`src/sv/tdas_pkg.sv`:
```
// ----------------------------------------------------------------------------
// tdas_pkg
// shared types and constants for the table driven automaton step block
// ----------------------------------------------------------------------------
package tdas_pkg;

    // default sizing, used as the defaults of the top level parameters
    localparam int DEF_MAX_RULES  = 64;
    localparam int DEF_STATE_BITS = 8;

    // fixed field widths of the stream words
    localparam int SYM_W   = 8;
    localparam int FIELD_W = 8;
    localparam int MODE_W  = 2;
    localparam int OUT_W   = 16;

    // depth of the queue between front and back, a power of two
    localparam int QUEUE_DEPTH = 2;

    // operation codes, same encoding as the mode field
    typedef enum logic [MODE_W-1:0] {
        OP_EVAL    = 2'd0,
        OP_ADD     = 2'd1,
        OP_RESTART = 2'd2,
        OP_CLEAR   = 2'd3
    } op_t;

    // one classified input word
    typedef struct packed {
        op_t                op;
        logic [SYM_W-1:0]   symbol;
        logic [FIELD_W-1:0] from_state;
        logic [FIELD_W-1:0] to_state;
    } item_t;

    // queue status towards the back end
    typedef struct packed {
        logic valid;
        logic full;
    } q_stat_t;

    // back end sequencer states
    typedef enum logic [1:0] {
        BK_IDLE,
        BK_SCAN,
        BK_RESULT
    } bk_state_t;

endpackage

```
`src/sv/tdas_front.sv`:
```
// ----------------------------------------------------------------------------
// tdas_front
// accepts input words, decodes the mode and holds them in a stage register
// ----------------------------------------------------------------------------
module tdas_front
    import tdas_pkg::*;
(
    input  logic                      aclk,
    input  logic                      aresetn,
    input  logic                      s_tvalid,
    output logic                      s_tready,
    input  logic [23:0]               s_tdata,   // symbol, from_state, to_state
    input  logic [MODE_W-1:0]         s_tuser,   // mode
    output logic                      push,
    output item_t                     push_item,
    input  logic                      q_full
);

    logic  valid_reg, valid_next;
    item_t item_reg;
    item_t item_dec;

    // decode the word into an operation, the mode field uses the operation encoding
    always_comb begin
        item_dec.op         = op_t'(s_tuser);
        item_dec.symbol     = s_tdata[7:0];
        item_dec.from_state = s_tdata[15:8];
        item_dec.to_state   = s_tdata[23:16];
    end

    // stage register handshake
    assign push      = valid_reg && !q_full;
    assign s_tready  = !valid_reg || !q_full;
    assign push_item = item_reg;

    always_comb begin
        valid_next = valid_reg;
        if (s_tvalid && s_tready) begin
            valid_next = 1'b1;
        end else if (push) begin
            valid_next = 1'b0;
        end
    end

    always_ff @(posedge aclk) begin
        if (!aresetn) begin
            valid_reg <= 1'b0;
        end else begin
            valid_reg <= valid_next;
        end
    end

    always_ff @(posedge aclk) begin
        if (s_tvalid && s_tready) begin
            item_reg <= item_dec;
        end
    end

endmodule

```
`src/sv/tdas_queue.sv`:
```
// ----------------------------------------------------------------------------
// tdas_queue
// short first-in first-out queue of decoded words between front and back
// ----------------------------------------------------------------------------
module tdas_queue
    import tdas_pkg::*;
(
    input  logic    aclk,
    input  logic    aresetn,
    input  logic    push,
    input  item_t   push_item,
    input  logic    pop,
    output item_t   pop_item,
    output q_stat_t stat
);

    localparam int PTR_W = (QUEUE_DEPTH > 1) ? $clog2(QUEUE_DEPTH) : 1;
    localparam int CNT_W = $clog2(QUEUE_DEPTH + 1);

    item_t            slot_reg [QUEUE_DEPTH];
    logic [PTR_W-1:0] wr_ptr_reg, wr_ptr_next;
    logic [PTR_W-1:0] rd_ptr_reg, rd_ptr_next;
    logic [CNT_W-1:0] cnt_reg, cnt_next;
    logic             do_push, do_pop;

    assign stat.valid = (cnt_reg != '0);
    assign stat.full  = (cnt_reg == CNT_W'(QUEUE_DEPTH));
    assign do_push    = push && !stat.full;
    assign do_pop     = pop && stat.valid;
    assign pop_item   = slot_reg[rd_ptr_reg];

    // pointer and fill count update
    always_comb begin
        wr_ptr_next = wr_ptr_reg;
        rd_ptr_next = rd_ptr_reg;
        cnt_next    = cnt_reg;
        if (do_push) begin
            wr_ptr_next = (wr_ptr_reg == PTR_W'(QUEUE_DEPTH - 1)) ? '0 : wr_ptr_reg + 1'b1;
        end
        if (do_pop) begin
            rd_ptr_next = (rd_ptr_reg == PTR_W'(QUEUE_DEPTH - 1)) ? '0 : rd_ptr_reg + 1'b1;
        end
        if (do_push && !do_pop) begin
            cnt_next = cnt_reg + 1'b1;
        end else if (do_pop && !do_push) begin
            cnt_next = cnt_reg - 1'b1;
        end
    end

    always_ff @(posedge aclk) begin
        if (!aresetn) begin
            wr_ptr_reg <= '0;
            rd_ptr_reg <= '0;
            cnt_reg    <= '0;
        end else begin
            wr_ptr_reg <= wr_ptr_next;
            rd_ptr_reg <= rd_ptr_next;
            cnt_reg    <= cnt_next;
        end
    end

    // slot storage
    always_ff @(posedge aclk) begin
        if (do_push) begin
            slot_reg[wr_ptr_reg] <= push_item;
        end
    end

endmodule

```
`src/sv/tdas_back.sv`:
```
// ----------------------------------------------------------------------------
// tdas_back
// executes decoded words: rule table, rule scan, automaton state and result
// ----------------------------------------------------------------------------
module tdas_back
    import tdas_pkg::*;
#(
    parameter int MAX_RULES  = DEF_MAX_RULES,
    parameter int STATE_BITS = DEF_STATE_BITS
) (
    input  logic               aclk,
    input  logic               aresetn,
    input  q_stat_t            q_stat,
    input  item_t              q_item,
    output logic               q_pop,
    input  logic [FIELD_W-1:0] initial_state,
    output logic               m_tvalid,
    input  logic               m_tready,
    output logic [OUT_W-1:0]   m_tdata    // matched, current_state, state_valid, table_full
);

    localparam int IDX_W   = (MAX_RULES > 1) ? $clog2(MAX_RULES) : 1;
    localparam int CNT_W   = $clog2(MAX_RULES + 1);
    localparam int ENTRY_W = 2 * STATE_BITS + SYM_W;
    localparam int WIDE_W  = STATE_BITS + FIELD_W;

    bk_state_t             state_reg, state_next;
    item_t                 item_reg, item_next;
    logic [STATE_BITS-1:0] cur_reg, cur_next;
    logic                  sv_reg, sv_next;
    logic [CNT_W-1:0]      count_reg, count_next;
    logic [CNT_W-1:0]      idx_reg, idx_next;
    logic                  pend_reg, pend_next;
    logic                  match_reg, match_next;
    logic                  full_reg, full_next;
    logic                  out_valid_reg, out_valid_next;
    logic [OUT_W-1:0]      out_data_reg, out_data_next;

    logic [ENTRY_W-1:0]    rule_mem [MAX_RULES];
    logic [ENTRY_W-1:0]    rd_data_reg;
    logic                  mem_we, mem_re;
    logic [ENTRY_W-1:0]    wr_entry;

    logic [WIDE_W-1:0]     from_wide, to_wide, init_wide, cur_wide;
    logic [STATE_BITS-1:0] ent_src, ent_dst;
    logic [SYM_W-1:0]      ent_sym;
    logic                  hit;

    // state width adaption of the byte fields
    assign from_wide = WIDE_W'(q_item.from_state);
    assign to_wide   = WIDE_W'(q_item.to_state);
    assign init_wide = WIDE_W'(initial_state);
    assign cur_wide  = WIDE_W'(cur_next);
    assign wr_entry  = {to_wide[STATE_BITS-1:0], q_item.symbol, from_wide[STATE_BITS-1:0]};

    // fields of the rule read back in the previous cycle
    assign ent_src = rd_data_reg[STATE_BITS-1:0];
    assign ent_sym = rd_data_reg[STATE_BITS+SYM_W-1:STATE_BITS];
    assign ent_dst = rd_data_reg[ENTRY_W-1:STATE_BITS+SYM_W];
    assign hit     = pend_reg && (ent_src == cur_reg) && (ent_sym == item_reg.symbol);

    assign m_tvalid = out_valid_reg;
    assign m_tdata  = out_data_reg;

    // sequencer: take a word, run it, hand the result to the output register
    always_comb begin
        state_next     = state_reg;
        item_next      = item_reg;
        cur_next       = cur_reg;
        sv_next        = sv_reg;
        count_next     = count_reg;
        idx_next       = idx_reg;
        pend_next      = 1'b0;
        match_next     = match_reg;
        full_next      = full_reg;
        out_valid_next = out_valid_reg;
        out_data_next  = out_data_reg;
        q_pop          = 1'b0;
        mem_we         = 1'b0;
        mem_re         = 1'b0;

        if (out_valid_reg && m_tready) begin
            out_valid_next = 1'b0;
        end

        case (state_reg)
            BK_IDLE: begin
                if (q_stat.valid) begin
                    q_pop      = 1'b1;
                    item_next  = q_item;
                    match_next = 1'b0;
                    full_next  = 1'b0;
                    idx_next   = '0;
                    state_next = BK_RESULT;
                    case (q_item.op)
                        OP_EVAL: begin
                            if (sv_reg && (count_reg != '0)) begin
                                state_next = BK_SCAN;
                            end
                        end
                        OP_ADD: begin
                            if (count_reg == CNT_W'(MAX_RULES)) begin
                                full_next = 1'b1;
                            end else begin
                                mem_we     = 1'b1;
                                count_next = count_reg + 1'b1;
                            end
                        end
                        OP_RESTART: begin
                            cur_next = init_wide[STATE_BITS-1:0];
                            sv_next  = 1'b1;
                        end
                        default: begin
                            count_next = '0;
                        end
                    endcase
                end
            end
            BK_SCAN: begin
                // one read issued per cycle, compared in the cycle after
                if (hit) begin
                    cur_next   = ent_dst;
                    match_next = 1'b1;
                    state_next = BK_RESULT;
                end else if (idx_reg < count_reg) begin
                    mem_re    = 1'b1;
                    pend_next = 1'b1;
                    idx_next  = idx_reg + 1'b1;
                end else if (!pend_reg) begin
                    state_next = BK_RESULT;
                end
            end
            BK_RESULT: begin
                if (!out_valid_reg || m_tready) begin
                    out_valid_next = 1'b1;
                    out_data_next  = OUT_W'({full_reg, sv_reg, cur_wide[FIELD_W-1:0],
                                             match_reg});
                    state_next     = BK_IDLE;
                end
            end
            default: begin
                state_next = BK_IDLE;
            end
        endcase
    end

    always_ff @(posedge aclk) begin
        if (!aresetn) begin
            state_reg     <= BK_IDLE;
            cur_reg       <= '0;
            sv_reg        <= 1'b0;
            count_reg     <= '0;
            pend_reg      <= 1'b0;
            out_valid_reg <= 1'b0;
        end else begin
            state_reg     <= state_next;
            cur_reg       <= cur_next;
            sv_reg        <= sv_next;
            count_reg     <= count_next;
            pend_reg      <= pend_next;
            out_valid_reg <= out_valid_next;
        end
    end

    // payload registers
    always_ff @(posedge aclk) begin
        item_reg     <= item_next;
        idx_reg      <= idx_next;
        match_reg    <= match_next;
        full_reg     <= full_next;
        out_data_reg <= out_data_next;
    end

    // rule table, appended at the fill count, read back registered
    always_ff @(posedge aclk) begin
        if (mem_we) begin
            rule_mem[count_reg[IDX_W-1:0]] <= wr_entry;
        end
        if (mem_re) begin
            rd_data_reg <= rule_mem[idx_reg[IDX_W-1:0]];
        end
    end

endmodule

```
`src/sv/table_driven_automaton_step.sv`:
```
// Path: the front stage register, the queue, the back end sequencer and its result
// register; an evaluate word also runs the rule scan.
// Flow: the back end takes a new word only after the last result is written; the
// scan reads the single-port rule table one entry a cycle through one comparator.
// Reset: synchronous on aresetn low; state, flags and rule count clear, the rule
// table needs no clearing pass.
// ----------------------------------------------------------------------------
// table_driven_automaton_step
// finite automaton with a loadable transition table, searched first match wins
// ----------------------------------------------------------------------------
module table_driven_automaton_step
    import tdas_pkg::*;
#(
    parameter int MAX_RULES  = DEF_MAX_RULES,
    parameter int STATE_BITS = DEF_STATE_BITS
) (
    input  logic               aclk,
    input  logic               aresetn,
    input  logic               cfg_we,
    input  logic [FIELD_W-1:0] cfg_wdata,  // initial_state
    input  logic               s_tvalid,
    output logic               s_tready,
    input  logic [23:0]        s_tdata,    // symbol, from_state, to_state
    input  logic [MODE_W-1:0]  s_tuser,    // mode
    output logic               m_tvalid,
    input  logic               m_tready,
    output logic [OUT_W-1:0]   m_tdata     // matched, current_state, state_valid, table_full
);

    logic [FIELD_W-1:0] init_reg;
    logic               push;
    item_t              push_item;
    item_t              q_item;
    q_stat_t            q_stat;
    logic               q_pop;

    // configuration register
    always_ff @(posedge aclk) begin
        if (!aresetn) begin
            init_reg <= '0;
        end else if (cfg_we) begin
            init_reg <= cfg_wdata;
        end
    end

    tdas_front u_front (
        .aclk      (aclk),
        .aresetn   (aresetn),
        .s_tvalid  (s_tvalid),
        .s_tready  (s_tready),
        .s_tdata   (s_tdata),
        .s_tuser   (s_tuser),
        .push      (push),
        .push_item (push_item),
        .q_full    (q_stat.full)
    );

    tdas_queue u_queue (
        .aclk      (aclk),
        .aresetn   (aresetn),
        .push      (push),
        .push_item (push_item),
        .pop       (q_pop),
        .pop_item  (q_item),
        .stat      (q_stat)
    );

    tdas_back #(
        .MAX_RULES  (MAX_RULES),
        .STATE_BITS (STATE_BITS)
    ) u_back (
        .aclk          (aclk),
        .aresetn       (aresetn),
        .q_stat        (q_stat),
        .q_item        (q_item),
        .q_pop         (q_pop),
        .initial_state (init_reg),
        .m_tvalid      (m_tvalid),
        .m_tready      (m_tready),
        .m_tdata       (m_tdata)
    );

    // a match needs a valid state
    a_match_needs_state: assert property (@(posedge aclk) disable iff (!aresetn)
        m_tvalid |-> !(m_tdata[0] && !m_tdata[9]))
        else $error("match reported without a valid state");

    // a dropped rule never reports a match
    a_full_no_match: assert property (@(posedge aclk) disable iff (!aresetn)
        m_tvalid |-> !(m_tdata[0] && m_tdata[10]))
        else $error("table full and match in one result");

    // no result straight after reset
    a_reset_quiet: assert property (@(posedge aclk)
        (aresetn && $past(!aresetn)) |-> !m_tvalid)
        else $error("result word present after reset");

    // once the state is valid it stays valid
    a_state_sticky: assert property (@(posedge aclk) disable iff (!aresetn)
        (m_tvalid && m_tready && m_tdata[9]) |=> (!m_tvalid || m_tdata[9]))
        else $error("state valid flag dropped");

endmodule
```
`config.mk`:
```
export PLATFORM = sky130hd
export DESIGN_NAME = table_driven_automaton_step
export DESIGN_NICKNAME = d
export VERILOG_FILES = /design/src/sv/tdas_pkg.sv /design/src/sv/tdas_front.sv /design/src/sv/tdas_queue.sv /design/src/sv/tdas_back.sv /design/src/sv/table_driven_automaton_step.sv
export SDC_FILE = /design/constraint.sdc
export NUM_CORES = 2
export LEC_CHECK = 0
export BUFFER_PORTS_ARGS = -buffer_cell sky130_fd_sc_hd__buf_2
export CORE_MARGIN = 10
export CORE_UTILIZATION = 45
export DETAILED_ROUTE_END_ITERATION = 16
export GPL_ROUTABILITY_DRIVEN = 1
export PLACE_DENSITY_LB_ADDON = 0.3
export SETUP_SLACK_MARGIN = 0.15
export SLEW_MARGIN = 40
export SYNTH_ARGS = -nofsm -noshare
export SYNTH_HDL_FRONTEND = slang
export SYNTH_SLANG_ARGS = --single-unit
```
`constraint.sdc`:
```
create_clock -name aclk -period 3.6 [get_ports aclk]
set_input_delay 0.54 -clock aclk [delete_from_list [all_inputs] [get_ports aclk]]
set_output_delay 0.54 -clock aclk [all_outputs]
set_load 0.1 [all_outputs]
```
### Word level (Yosys, flattened, before mapping)

Memory sizes are Yosys's and may differ from the RTL's. A register that Yosys moved wholly into a read port is not among the register bits.
Index checks and enable logic that the tools add are counted.

| word-level totals | value |
|---|---|
| flip-flop bits (word level) | 87 |
| bits in latches | 0 |
| bits in writable memories | 1588 |
| memory bits (read-only) | 0 |
| output and inout port bits | 18 |
| word-level logic and storage cells | 124 |
| memories | 2 |

| operators by class | value |
|---|---|
| add/sub/neg operators | 6 |
| $mul | 0 |
| div/mod/pow operators | 0 |
| magnitude comparators | 1 |
| eq/ne operators | 16 |
| shift-type cells | 0 |
| muxes and demuxes | 46 |
| bitwise logic cells | 1 |
| reductions and logical operators | 32 |

Memories:

| memory | words | bits a word | rd ports | clocked after memory_dff | wr ports | line | text |
|---|---|---|---|---|---|---|---|
| u_back.rule_mem | 64 | 24 | 1 | 1 | 1 | tdas_back.sv:39 | `logic [ENTRY_W-1:0] rule_mem [MAX_RULES];` |
| u_queue.slot_reg | 2 | 26 | 1 | 1 | 1 | tdas_queue.sv:20 | `item_t slot_reg [QUEUE_DEPTH];` |

Operator list:

| cell | count |
|---|---|
| $mux 7 | 4 |
| $pmux 7 s2 | 2 |
| $mux 1 | 25 |
| $mux 8 | 3 |
| $mux 2 | 9 |
| $eq 8x8->1 | 2 |
| $pmux 8 s2 | 1 |
| $add 7x1->7 const B | 2 |
| $reduce_and 4->1 | 3 |
| $logic_and 1x1->1 | 10 |
| $reduce_bool 2->1 | 4 |
| $eq 7x7->1 const B | 1 |
| $lt 7x7->1 | 1 |
| $reduce_bool 7->1 | 1 |
| $eq 2x2->1 const B | 3 |
| $ne 2x1->1 const B | 3 |
| $ne 2x2->1 const B | 3 |
| $pmux 2 s3 | 1 |
| $reduce_and 3->1 | 2 |
| $logic_not 1->1 | 5 |
| $eq 2x1->1 const B | 2 |
| $logic_not 2->1 | 2 |
| $reduce_and 2->1 | 2 |
| $ne 3x2->1 const B | 1 |
| other kinds (8) | 10 |

### Depth between registers and ports, before layout

| logic depth | value |
|---|---|
| word-level depth | 8 |
| mapped depth | 10 |
| gate-level depth less buffers | 7 |

### Modules after synthesis

Synthesis repeated with hierarchy kept, for this count alone.

| second synthesis, totals | value |
|---|---|
| cell total of the unflattened synthesis | 3058 |
| area, all modules | 65301.4 sq um |

Modules (own cells, without submodules):

| module | instances | cells an instance | area each (sq um) | sequential area each (sq um) |
|---|---|---|---|---|
| tdas_back | 1 | 2895 | 62058.3 | 48086.1 |
| tdas_queue | 1 | 106 | 2110.8 | 1661.6 |
| tdas_front | 1 | 32 | 830.8 | 800.8 |
| table_driven_automaton_step | 1 | 25 | 301.5 | 160.2 |

### Worst setup path after synthesis

No wires, ideal clock.

| path | value |
|---|---|
| kind | reg2reg |
| from | register u_back.idx_reg[0] |
| to | register u_back.idx_reg[0], enable pin |
| setup time | 0.309 ns |
| arrival time | 2.956 ns |
| required time | 3.291 ns |
| slack | 0.334 ns |
| stages on the path, launching flop included | 8 |
| path buffers | 2 |
| clock period less this slack | 3.266 ns |
| cell sequence | edfxtp_1 buf_6 buf_12 nand2b_1 a211o_1 a221o_1 a211oi_2 or2_2 |

| on the way | value |
|---|---|
| word-level cells in the longest chain between the ends | 3 |

Ends and longest elaborated chain:

| item | line | text |
|---|---|---|
| start, declared | tdas_back.sv:32 | `logic [CNT_W-1:0] idx_reg, idx_next;` |
| start signal, assigned | tdas_back.sv:168 | `idx_reg <= idx_next;` |
| $lt 7x7->1 | tdas_back.sv:125 | `end else if (idx_reg < count_reg) begin` |
| $ne 2x1->1 (no line) | - |  |
| $reduce_and 4->1 (no line) | - |  |

Every way passes these cells.
A chain may end at the register's enable or synchronous reset.

### Worst setup path after layout

| path | value |
|---|---|
| from | register u_back.idx_reg[1] |
| to | register u_back.rd_data_reg[10], read port of u_back.rule_mem (data pin) |

| on the way | value |
|---|---|
| word-level cells in the longest chain between the ends | 4 |

Ends and longest elaborated chain:

| item | line | text |
|---|---|---|
| $lt 7x7->1 | tdas_back.sv:125 |  |
| $mux 1 | tdas_back.sv:125 |  |
| $mux 1 | tdas_back.sv:121 | `if (hit) begin` |
| $mux 1 | tdas_back.sv:86 | `case (state_reg)` |
| end, declared | tdas_back.sv:40 | `logic [ENTRY_W-1:0] rd_data_reg;` |

Parallel ways exist; a longest one is shown, timed or not.

==> results.sh <==
export IMPL_die_area_sq_mm=0.160
export IMPL_hold_ws_ns=0.0673
export IMPL_largest_reg_flops=1536
export IMPL_final_antenna_net_count=0
export IMPL_ys_seq_area_share_pct=77.9
export IMPL_critical_path_required_ns=4.08
export IMPL_clock_skew_final_ns=0.0306
export IMPL_fin_nets=3402
export IMPL_hold_viol=0
export IMPL_r2r_end="u_back.rd_data_reg[10]"
export IMPL_gp_congestion=0.874
export IMPL_grt_pass1_vias=32000
export IMPL_switching_share_pct=28.9
export IMPL_area_delta_synth_final_pct=14.3
export IMPL_vdd_drop_max_uv=600
export IMPL_final_cell_mix="edfxtp_1, mux4_2, buf_4"
export IMPL_r2r_start="u_back.idx_reg[1]"
export IMPL_grt_usage_pct=20.4
export IMPL_cts_sink_count=1700
export IMPL_maxUsedRoutingLayer="met5"
export IMPL_power_mw=52.1
export IMPL_yosysWarnings=0
export IMPL_clockRootBuffer="clkbuf_16"
export IMPL_finalInstanceArea_sq_mm=0.0744
export IMPL_io_pin_count=57
export IMPL_worst_r2r_cell_count=6
export IMPL_regToRegSetupSlack_ns=0.20
export IMPL_max_freq_mhz=294
export IMPL_met3_length_microns=16900
export IMPL_min_period_over_period_pct=94.4
export IMPL_grt_ovfl_total=0
export IMPL_pwr_share_clk_pct=31.1
export IMPL_placed_cell_area_sq_mm=0.0691
export IMPL_setup_worst_path_start_class="flop"
export IMPL_worstPathMaxFanout=31
export IMPL_syn_mean_instance_area_sq_um=21.4
export IMPL_drv_slew=0
export IMPL_critPathArrivalTime_ns=3.88
export IMPL_power_frac_seq_pct=45.7
export IMPL_syn_area_sq_mm=0.0651
export IMPL_worstHoldPathType="input pin to flop"
export IMPL_drive_gt1_share_pct=27.8
export IMPL_synth_edff_count=1666
export IMPL_synthCells=3039
export IMPL_crit_path_cell_trace="buf_12 > buf_4 > mux4_2 > a22o_1 > nor4b_1 > o32ai_1"
export IMPL_ys_types=70
export IMPL_slew_headroom_pct=31.1
export IMPL_combPwrFrac_pct=23.2
export IMPL_dp_hpwl_microns=97600
export IMPL_h_tree_depth=4
export IMPL_hp_start="aresetn"
export IMPL_rows=139
export IMPL_endpoint_kind="flop"
export IMPL_cpPeakStageDelay_ns=0.89
export IMPL_path_clk_slew_ns=0.06
export IMPL_cts_tree="built"
export IMPL_clk_path_buf_depth=3
export IMPL_synthArstFlopShare_pct=0
export IMPL_rsz0062_at_grt="no"
export IMPL_final_common_cell="edfxtp_1"
export IMPL_portBuffers=51
export IMPL_worstHoldEndpoint="u_back.state_reg[1]"
export IMPL_power_density_mw_per_mm2=700
export IMPL_worst_setup_path_type="flop to flop"
export IMPL_slowest_stage="nor4b_1"
export IMPL_max_cap_viol_count=0
export IMPL_worst_slew_pin_slew_ns=1.02
export IMPL_cts_buffers=162
export IMPL_grt_antenna_before_repair=6
export IMPL_internal_power_mw=37.0
export IMPL_power_leakage_nw=23.6
export IMPL_finalSetupViolations=0
export IMPL_insertion_delay_ns=0.79
export IMPL_period_needed_ns=3.40
export IMPL_status="finished, final reports clean"
export IMPL_drc=0
export IMPL_grt_max_degree=66
export IMPL_die_w_microns=400
export IMPL_yosys_most_used_dff="edfxtp_1"
export IMPL_fin_setup_tns_ns=0
export IMPL_drt_met1_wl_microns=68000
export IMPL_start_util_pct=45.3
export IMPL_ys_seq_elements=1700
export IMPL_p_switching_mw=15.1
export IMPL_vias_per_cell=6.06
export IMPL_wirelength_microns=166000
export IMPL_fill_cells=11200
export IMPL_grt_pass1_wl_microns=239000
export IMPL_drt_iter0_markers=4156
export IMPL_holdPathStages=3
export IMPL_first_pass_iters=5
export IMPL_wl_met2_microns=75800
export IMPL_vias=32700
export IMPL_core_area_sq_mm=0.144
export IMPL_wl_per_cell_microns=30.7
export IMPL_die_h_microns=400
-- critical path, delay by kind of cell (launching register included) --
family	cells	cell delay, ns
DFF	1	0.65
buffers and inverters	2	0.69
muxes	1	0.35
and+or+nand+nor	1	0.89
AOI/OAI and AO/OA	2	0.48
-- per-layer routing --
layer | global-route usage (%) | up-vias
li1 | - | 13400
met1 | 29.3 | 17400
met4 | 6.76 | 2
met5 | 0 | -
met3 | 4.76 | 237
met2 | 30.7 | 1647
-- cell families (layout without fill, tap and decap cells) --
kind of cell	count (synthesis)	count (layout)	synth area share, %
AND/OR/NAND/NOR	307	307	2.30
flip-flops	1700	1700	77.9
adder cells (fa/ha/maj)	10	10	0.192
multiplexers	502	502	14.2
buffers and inverters	181	620	1.64
other	1	10	0.00576
XOR/XNOR	27	27	0.363
AO/OA/AOI/OAI	311	311	3.46
-- stage by stage --
stage / setup slack (ns) / util (%) / std cells
6_report: 0.201 / 51.8 / 5390
5_1_grt: 0.276 / 51.8 / 5389
4_1_cts: 0.360 / 51.8 / 5385
3_5_place_dp: 0.388 / 48.1 / 5057
3_3_place_gp: 0.00281 / 48.0 / 5055
2_1_floorplan: 0.334 / - / 3043
-- repair_timing --
item,CTS,global route
gates resized for setup,0,0
hold buffers,35,0
setup buffers,0,0
endpoints found under the hold margin,35,0
-- cell usage after synthesis, drive strengths merged (9+ instances only) --
cell type | number | share of area (%)
a2111oi | 10 | 0.14
a211o | 12 | 0.16
a211oi | 27 | 0.37
a21oi | 37 | 0.29
a221oi | 9 | 0.12
a22o | 17 | 0.23
a22oi | 29 | 0.33
a31oi | 10 | 0.096
buf | 117 | 1.3
clkbuf | 47 | 0.27
dfxtp | 34 | 1.0
edfxtp | 1666 | 77
ha | 10 | 0.19
inv | 14 | 0.081
mux2 | 45 | 0.78
mux2i | 128 | 2.0
mux4 | 329 | 11
nand2 | 44 | 0.25
nand2b | 9 | 0.086
nand3 | 28 | 0.23
nand4 | 15 | 0.14
nor2 | 117 | 0.67
nor2b | 11 | 0.11
nor3 | 41 | 0.32
o211ai | 10 | 0.12
o21ai | 20 | 0.15
o221ai | 29 | 0.39
o22ai | 82 | 0.79
or3 | 14 | 0.13
xnor2 | 11 | 0.15
xor2 | 16 | 0.22
-- how the worst max path moves through the flow --
stage | end | slack, ns | from | cells after the start
after floorplan | u_back.idx_reg[0] | 0.33 | u_back.idx_reg[0] | 7
after global placement | u_back.rd_data_reg[7] | 0.003 | u_back.idx_reg[2] | 7
after detailed placement | u_back.rd_data_reg[16] | 0.39 | u_back.idx_reg[1] | 8
after CTS | u_back.rd_data_reg[16] | 0.36 | u_back.idx_reg[1] | 8
after global routing | u_back.rule_mem[4][13] | 0.28 | u_back.state_reg[1] | 7
final | u_back.rd_data_reg[10] | 0.20 | u_back.idx_reg[1] | 6
-- power groups by stage --
stage / Combinational (mW) / Clock (mW) / Sequential, mW
after floorplan: 7.03 / 0 / 24.4
after global placement: 11.8 / 0 / 24.2
after detailed placement: 12.0 / 0 / 24.2
after CTS: 12.1 / 16.4 / 23.8
after global routing: 12.7 / 17.2 / 23.8
final: 12.1 / 16.2 / 23.8
-- area by class of cell --
type / instances / area [sq um] / share of cell area [%]
well taps: 1903 / 2380 / 3.20
multi-input cells: 1162 / 13600 / 18.3
diodes: 5 / 12.5 / 0.0168
repair buffers: 310 / 2650 / 3.56
inverters: 17 / 63.8 / 0.0858
clock buffers: 204 / 4340 / 5.83
clock inverters: 89 / 649 / 0.873
flip-flops and latches: 1700 / 50700 / 68.1
Note: power is estimated with default switching activity, not from simulation.
